`config.mk`:
```
export PLATFORM = sky130hd
export DESIGN_NAME = energy_voice_activity_detector
export DESIGN_NICKNAME = d
export VERILOG_FILES = /design/src/rtl/core/evad_pkg.sv /design/src/rtl/core/energy_voice_activity_detector.sv
export SDC_FILE = /design/constraint.sdc
export NUM_CORES = 2
export LEC_CHECK = 0
export BUFFER_PORTS_ARGS = -buffer_cell sky130_fd_sc_hd__buf_2
export CAP_MARGIN = 20
export CORE_ASPECT_RATIO = 0.75
export CORE_MARGIN = 10
export CORE_UTILIZATION = 65
export CTS_CLUSTER_DIAMETER = 100
export CTS_CLUSTER_SIZE = 40
export DETAILED_ROUTE_END_ITERATION = 7
export PLACE_DENSITY = 0.83
export SLEW_MARGIN = 20
export SYNTH_ARGS = -nofsm -noshare
export SYNTH_HDL_FRONTEND = slang
export SYNTH_SLANG_ARGS = --single-unit
export TNS_END_PERCENT = 10
```
`constraint.sdc`:
```
create_clock -name i_clk -period 10.5 [get_ports i_clk]
set_clock_uncertainty 0.05 [all_clocks]
set_input_delay 2.1 -clock i_clk [delete_from_list [all_inputs] [get_ports i_clk]]
set_output_delay 2.1 -clock i_clk [all_outputs]
set_load 0.1 [all_outputs]
```
`src/rtl/core/evad_pkg.sv`:
```
package evad_pkg;

    localparam int SAMPLE_W   = 16;
    localparam int SQ_W       = 31;
    localparam int THR_W      = 31;
    localparam int LIMIT_W    = 24;
    localparam int CNT_W      = 24;
    localparam int CFG_IDX_W  = 8;
    localparam int CFG_DATA_W = 32;

    localparam logic [CNT_W-1:0]   CNT_MAX     = {CNT_W{1'b1}};
    localparam logic [THR_W-1:0]   THR_RESET   = 31'd107374;
    localparam logic [LIMIT_W-1:0] LIMIT_RESET = 24'd32000;

    localparam logic [CFG_IDX_W-1:0] REG_THRESHOLD     = 8'd0;
    localparam logic [CFG_IDX_W-1:0] REG_SILENCE_LIMIT = 8'd1;

    typedef struct packed {
        logic signed [SAMPLE_W-1:0] sample;
        logic                       frame_end;
    } t_in_item;

    typedef struct packed {
        logic voice_active;
        logic frame_loud;
    } t_out_item;

endpackage

```
`src/rtl/core/energy_voice_activity_detector.sv`:
```
// Energy voice activity detector with hangover.
// The input channel carries one signed audio sample per request, with a flag
// that marks the last sample of a frame. A frame also ends by itself once it
// holds MAX_FRAME samples. Exactly one result request leaves the block for
// each frame: the frame_loud flag and the voice_active decision.
// The configuration channel writes the mean-square threshold (index 0) and
// the silence limit in samples (index 1). It is always ready and should be
// used only while no frame is in flight.
// Throughput is one sample per cycle while the output queue is not full;
// the sample multiplier, the frame accumulator and the decision logic each
// sit in their own pipeline stage. The last sample of a frame passes the
// stage 1, 2 and 3 registers, then its result enters the output queue.
// A two-entry output queue (output register plus skid register) lets the
// pipeline keep running while one result waits. When both entries hold
// results, the input stops taking samples until the receiver drains one.
// Reset clears the frame accumulator, the silent-frame count, the voice
// flag and all pipeline valid bits, and loads the default register values.
module energy_voice_activity_detector #(
    parameter int MAX_FRAME = 4096
) (
    input  logic                                 i_clk,
    input  logic                                 i_rst_n,
    input  logic                                 i_in_valid,
    output logic                                 o_in_ready,
    input  evad_pkg::t_in_item                   i_in_data,
    output logic                                 o_out_valid,
    input  logic                                 i_out_ready,
    output evad_pkg::t_out_item                  o_out_data,
    input  logic                                 i_cfg_valid,
    output logic                                 o_cfg_ready,
    input  logic [evad_pkg::CFG_IDX_W-1:0]       i_cfg_index,
    input  logic [evad_pkg::CFG_DATA_W-1:0]      i_cfg_data
);
    import evad_pkg::*;

    localparam int LEN_W  = $clog2(MAX_FRAME + 1);
    localparam int SUM_W  = SQ_W + $clog2(MAX_FRAME);
    localparam int THRN_W = THR_W + LEN_W;
    localparam int CP_W   = CNT_W + LEN_W;

    // Configuration registers.
    logic [THR_W-1:0]   r_thr;
    logic [LIMIT_W-1:0] r_limit;

    // Stage 1: registered input sample.
    logic                       r1_v;
    logic signed [SAMPLE_W-1:0] r1_sample;
    logic                       r1_end;

    // Stage 2: squared magnitude.
    logic            r2_v;
    logic [SQ_W-1:0] r2_sq;
    logic            r2_end;

    // Frame accumulator state.
    logic [SUM_W-1:0] r_sum;
    logic [LEN_W-1:0] r_len;

    // Stage 3: finished frame totals.
    logic              r3_v;
    logic [SUM_W-1:0]  r3_sum;
    logic [LEN_W-1:0]  r3_len;
    logic [THRN_W-1:0] r3_thrn;

    // Hangover state.
    logic [CNT_W-1:0] r_count;
    logic             r_voice;
    logic [CNT_W-1:0] n_count;
    logic             n_voice;

    // Output queue.
    logic      r_out_valid;
    t_out_item r_out;
    logic      r_skid_valid;
    t_out_item r_skid;
    logic      n_out_valid;
    t_out_item n_out;
    logic      n_skid_valid;
    t_out_item n_skid;

    logic                en;
    logic [SAMPLE_W:0]   mag_ext;
    logic [SAMPLE_W:0]   mag;
    logic [2*SAMPLE_W+1:0] sq_full;
    logic [SUM_W-1:0]    sum_new;
    logic [LEN_W-1:0]    len_new;
    logic                end_now;
    logic                loud;
    logic [CNT_W-1:0]    cnt_inc;
    logic [CP_W-1:0]     cnt_prod;
    logic                timeout;
    t_out_item           res;
    logic                new_res;
    logic                out_take;

    // The pipeline moves whenever the skid entry is free, so at most one
    // new result can land while the output register is still occupied.
    assign en          = !r_skid_valid;
    assign o_in_ready  = en;
    assign o_cfg_ready = 1'b1;
    assign o_out_valid = r_out_valid;
    assign o_out_data  = r_out;

    always_ff @(posedge i_clk) begin
        if (!i_rst_n) begin
            r_thr   <= THR_RESET;
            r_limit <= LIMIT_RESET;
        end else if (i_cfg_valid) begin
            case (i_cfg_index)
                REG_THRESHOLD: begin
                    r_thr <= i_cfg_data[THR_W-1:0];
                end
                REG_SILENCE_LIMIT: begin
                    r_limit <= i_cfg_data[LIMIT_W-1:0];
                end
                default: begin
                end
            endcase
        end
    end

    // Stage 1 to stage 2: square of the sample magnitude. The most negative
    // sample gives a magnitude of 32768, exactly a quarter of the 17-bit range.
    assign mag_ext = {r1_sample[SAMPLE_W-1], r1_sample};
    assign mag     = mag_ext[SAMPLE_W] ? ((SAMPLE_W+1)'(0) - mag_ext) : mag_ext;
    assign sq_full = (2*SAMPLE_W+2)'(mag) * (2*SAMPLE_W+2)'(mag);

    // Stage 2 to stage 3: accumulation and frame end detection.
    assign sum_new = r_sum + SUM_W'(r2_sq);
    assign len_new = r_len + LEN_W'(1);
    assign end_now = r2_end || (len_new >= LEN_W'(MAX_FRAME));

    always_ff @(posedge i_clk) begin
        if (!i_rst_n) begin
            r1_v  <= 1'b0;
            r2_v  <= 1'b0;
            r3_v  <= 1'b0;
            r_sum <= '0;
            r_len <= '0;
        end else if (en) begin
            r1_v <= i_in_valid;
            r2_v <= r1_v;
            r3_v <= r2_v && end_now;
            if (r2_v) begin
                if (end_now) begin
                    r_sum <= '0;
                    r_len <= '0;
                end else begin
                    r_sum <= sum_new;
                    r_len <= len_new;
                end
            end
        end
    end

    always_ff @(posedge i_clk) begin
        if (en) begin
            r1_sample <= i_in_data.sample;
            r1_end    <= i_in_data.frame_end;
            r2_sq     <= sq_full[SQ_W-1:0];
            r2_end    <= r1_end;
            r3_sum    <= sum_new;
            r3_len    <= len_new;
            r3_thrn   <= THRN_W'(r_thr) * THRN_W'(len_new);
        end
    end

    // Stage 3: loudness decision against threshold times frame length, then
    // the silent-frame count and its timeout against the sample limit.
    always_comb begin
        loud     = THRN_W'(r3_sum) > r3_thrn;
        cnt_inc  = (r_count == CNT_MAX) ? r_count : (r_count + CNT_W'(1));
        cnt_prod = CP_W'(cnt_inc) * CP_W'(r3_len);
        timeout  = cnt_prod >= CP_W'(r_limit);
        n_count  = r_count;
        n_voice  = r_voice;
        res.frame_loud   = loud;
        res.voice_active = 1'b0;
        if (loud) begin
            n_count          = '0;
            n_voice          = 1'b1;
            res.voice_active = 1'b1;
        end else if (timeout) begin
            n_count          = '0;
            n_voice          = 1'b0;
            res.voice_active = 1'b0;
        end else begin
            n_count          = cnt_inc;
            res.voice_active = r_voice;
        end
    end

    assign new_res  = en && r3_v;
    assign out_take = r_out_valid && i_out_ready;

    always_ff @(posedge i_clk) begin
        if (!i_rst_n) begin
            r_count <= '0;
            r_voice <= 1'b0;
        end else if (new_res) begin
            r_count <= n_count;
            r_voice <= n_voice;
        end
    end

    always_comb begin
        n_out_valid  = r_out_valid;
        n_out        = r_out;
        n_skid_valid = r_skid_valid;
        n_skid       = r_skid;
        if (r_skid_valid) begin
            if (out_take) begin
                n_out        = r_skid;
                n_skid_valid = 1'b0;
            end
        end else if (new_res) begin
            if (!r_out_valid || out_take) begin
                n_out       = res;
                n_out_valid = 1'b1;
            end else begin
                n_skid       = res;
                n_skid_valid = 1'b1;
            end
        end else if (out_take) begin
            n_out_valid = 1'b0;
        end
    end

    always_ff @(posedge i_clk) begin
        if (!i_rst_n) begin
            r_out_valid  <= 1'b0;
            r_skid_valid <= 1'b0;
        end else begin
            r_out_valid  <= n_out_valid;
            r_skid_valid <= n_skid_valid;
        end
    end

    always_ff @(posedge i_clk) begin
        r_out  <= n_out;
        r_skid <= n_skid;
    end

`ifndef SYNTHESIS
    a_skid_needs_out: assert property (@(posedge i_clk) disable iff (!i_rst_n)
        r_skid_valid |-> r_out_valid)
        else $error("skid entry holds a result while the output register is empty");

    a_len_bound: assert property (@(posedge i_clk) disable iff (!i_rst_n)
        r_len < LEN_W'(MAX_FRAME))
        else $error("frame length reached the maximum without closing the frame");

    a_loud_active: assert property (@(posedge i_clk) disable iff (!i_rst_n)
        (o_out_valid && o_out_data.frame_loud) |-> o_out_data.voice_active)
        else $error("loud frame reported without voice");

    a_loud_sets_voice: assert property (@(posedge i_clk) disable iff (!i_rst_n)
        (new_res && loud) |=> (r_voice && (r_count == '0)))
        else $error("loud frame did not set voice and clear the count");

    a_stall_holds: assert property (@(posedge i_clk) disable iff (!i_rst_n)
        (r_skid_valid && !i_out_ready) |=> (r_skid_valid && $stable(r_count)))
        else $error("pipeline moved while the output queue was full");
`endif

endmodule
```
==> reports/results.tsv <==
stage	metric	value	unit
outcome	status	finished clean	
power	powerDensity	211	nW/um^2
finish	fin_nets	5945	
grt	grt_usage	0.263	
timing	post-route-min-period	9.99	ns
timing	worstMarginPinSlew	1.14	ns
worst_setup_path	crit_buf_inv	5	
logic_synthesis	async_flop_share	0	
timing	tns	0	ns
logic_synthesis	avgSynthCellArea	9.14	um^2
timing	clock.fmax	100	MHz
grt	grt_pass1_vias	34492	
logic_synthesis	ys_seq_area_frac	0.169	
floorplanning	die_area	78000	um^2
drt	finalWirelength	99800	um
clocking	cts.sink_count	293	
worst_setup_path	critPathSlowestCell	or4_4	
worst_setup_path	cp_common_cell	fa_1	
logic_synthesis	ys_ff_latch	293	
grt	grt_pass1_wl	171000	um
worst_setup_path	worst-setup-path-type	reg2reg	
worst_setup_path	required	10.95	ns
grt	antenna_found_initial	1	
timing	relSlewSlack	0.240	
finish	final_common_cell	inv_1	
finish	fill_cells	4973	
floorplanning	die_y	244	um
finish	post-route-util	0.688	
placement	routabilityCongestion	0.937	
drt	ant_nets	0	
placement	hpwl	80200	um
worst_setup_path	cp_data_arrival_time	10.44	ns
drt	wl_per_cell	17.6	um
floorplanning	core	66600	um^2
worst_setup_path	cp-start-kind	flip-flop	
min_path	hold_path.startpoint	r1_end$_DFFE_PN_	
logic_synthesis	yosysUniqueCellTypes	92	
clocking	clk_pin_slew	0.11	ns
logic_synthesis	synth_top_family_by_area	adder cells	
logic_synthesis	synth-main-ff-cell	edfxtp_1	
worst_setup_path	r2r_end	r_count[19]$_SDFFE_PN0P_	
floorplanning	start_util	0.655	
drt	drtPass1Iterations	6	
clocking	clock_insertion_delay_worst_skew	0.59	ns
power	power_leakage	22.1	nW
grt	gr-total-overflow	0	
floorplanning	die_x	319	um
finish	multi_input_area	32200	um^2
drt	via_count	32762	
finish	final_cell_mix	inv_1, fa_1, nand2_1	
worst_setup_path	end_kind	flip-flop	
logic_synthesis	synth-simple-area-share	0.158	
logic_synthesis	synth_fa_ha_area_frac	0.450	
logic_synthesis	yosysWarnings	0	
clocking	h-tree-depth	1	
clocking	cts_buffer_depth	3	
worst_setup_path	cp_max_fo	20	
floorplanning	ioPinCount	67	
logic_synthesis	netlist_instances	4773	
worst_setup_path	worst_path_dominant_cell_family	simple AND/OR/NAND/NOR gates	
timing	finalSetupViolations	0	
finish	area_delta_synth_final	4.99	%
logic_synthesis	synth-xor-area-share	0.0351	
timing	post-route-period-util	0.951	
min_path	hold_class	reg2reg	
logic_synthesis	synth-compound-area-share	0.0874	
finish	ff_latch_area	7390	um^2
clocking	hold_buffers	0	
logic_synthesis	netlist_area	43600	um^2
timing	hold_violations	0	
drt	via_per_inst	5.79	
timing	rsz0062_at_grt	false	
finish	drive_gt1_frac	0.0473	
worst_setup_path	max_stage_delay	0.63	ns
power	peakVddDrop	782	uV
min_path	whs_endpoint	r2_end$_DFFE_PN_	
run	cap_viol_max_count	0	
logic_synthesis	synth_edf_count	152	
logic_synthesis	synth.area.mux_share	0.00164	
timing	finalMaxSlewViolations	0	
clocking	cts_buffers	18	
worst_setup_path	r2r_cells	35	
worst_setup_path	r2r-start	r_count[16]$_SDFFE_PN0P_	
min_path	whs_path_depth	0	
worst_setup_path	r2r_slack	0.51	ns
drt	drc_errors	0	
clocking	cts_tree	done	
clocking	cts-root-buf	clkbuf_16	
grt	grt_max_degree	50	
floorplanning	rows	82	
placement	portBuffers	64	
drt	drtIter0Drc	2881	
[flip-flops by register name, summed over array words and instances, names as in the netlist, 13 cells and up]
register and cells:
r_count 24, r3_sum 43, r_limit 24, r3_len 13, r3_thrn 44, r1_sample 16, r_sum 43, r2_sq 30
r_thr 31, r_len 13
[per-stage QoR]
step	setup slack [ns]	power, W	std cells	hold slack [ns]	instance area [um^2]
floorplan	1.51	0.00720	4806	0.350	43700
global placement	0.540	0.00833	5630	0.361	45000
detailed placement	0.328	0.00864	5630	0.366	45000
CTS	0.259	0.00959	5662	0.390	45700
global route	0.0144	0.0107	5663	0.396	45800
finish	0.512	0.00965	5663	0.396	45800
[logic make-up (layout without fill, tap and decap cells)]
kind of cell,count (synthesis),in the layout
other cells,2,36
flops,293,293
fa+ha+maj,1115,1115
buf+inv,1130,1104
xor+xnor,173,173
mux,7,7
compound gates,562,562
simple gates,1491,1491
[final cells by class]
class | count | share of cell area
Timing Repair Buffer | 133 | 0.0183
Antenna cell | 1 | 0.0000547
Inverter | 939 | 0.0771
Clock inverter | 13 | 0.00514
Multi-Input combinational cell | 3383 | 0.704
Tap cell | 882 | 0.0241
Clock buffer | 19 | 0.0101
Sequential cell | 293 | 0.161
[synthesized netlist by cell type (all sizes together), types with 6 or more instances]
master / number / area share
clkinv: 8 / 0.00069
a211oi: 18 / 0.0032
edfxtp: 152 / 0.10
or3: 12 / 0.0017
o21a: 27 / 0.0046
o211ai: 12 / 0.0021
inv: 931 / 0.080
or2: 7 / 0.0010
mux2i: 6 / 0.0014
o2111ai: 9 / 0.0020
fa: 753 / 0.35
o31ai: 15 / 0.0029
ha: 362 / 0.10
a22oi: 30 / 0.0052
nand3b: 7 / 0.0012
xnor2: 118 / 0.024
nand3: 67 / 0.0078
nand2b: 19 / 0.0027
xor2: 55 / 0.011
nor3: 36 / 0.0042
dfxtp: 141 / 0.065
clkbuf: 171 / 0.015
and3: 30 / 0.0044
nor2: 230 / 0.020
a22o: 35 / 0.0070
a21o: 69 / 0.012
a31oi: 16 / 0.0028
nand2: 725 / 0.062
o21bai: 17 / 0.0029
o21ai: 87 / 0.010
buf: 18 / 0.0027
and2: 256 / 0.037
a21oi: 172 / 0.020
nor2b: 44 / 0.0063
nor4: 11 / 0.0019
nand4: 28 / 0.0040
[power by group]
group	switching [W]	total [W]	internal [W]
clock	0.000508	0.000899	0.000392
sequential	0.0000622	0.00180	0.00173
combinational	0.00398	0.00695	0.00298
[metal layers]
layer | global-route usage | share of wire
met1 | 0.369 | 0.42
met2 | 0.414 | 0.45
met3 | 0.0473 | 0.095
met4 | 0.0839 | 0.034
met5 | 0 | 0
[worst max path at each step]
| stage | startpoint | to | slack [ns] | cells past startpoint |
|---|---|---|---|---|
| after floorplan | r_count[16]$_SDFFE_PN0P_ | r_count[21]$_SDFFE_PN0P_ | 1.51 | 39 |
| after global placement | r_count[10]$_SDFFE_PN0P_ | r_count[11]$_SDFFE_PN0P_ | 0.54 | 36 |
| after detailed placement | r_count[16]$_SDFFE_PN0P_ | r_count[13]$_SDFFE_PN0P_ | 0.33 | 36 |
| after CTS | r_count[16]$_SDFFE_PN0P_ | r_count[19]$_SDFFE_PN0P_ | 0.26 | 36 |
| after global routing | r_count[16]$_SDFFE_PN0P_ | r_count[23]$_SDFFE_PN0P_ | 0.01 | 35 |
| final | r_count[16]$_SDFFE_PN0P_ | r_count[19]$_SDFFE_PN0P_ | 0.51 | 35 |
[timing repair]
| item | 4_1_cts | 5_1_grt |
|---|---|---|
| setup buffers | 0 | 0 |
| gates resized for setup | 0 | 6 |
| setup endpoints to repair | 0 | 26 |
Note: power is estimated with default switching activity, not from simulation.
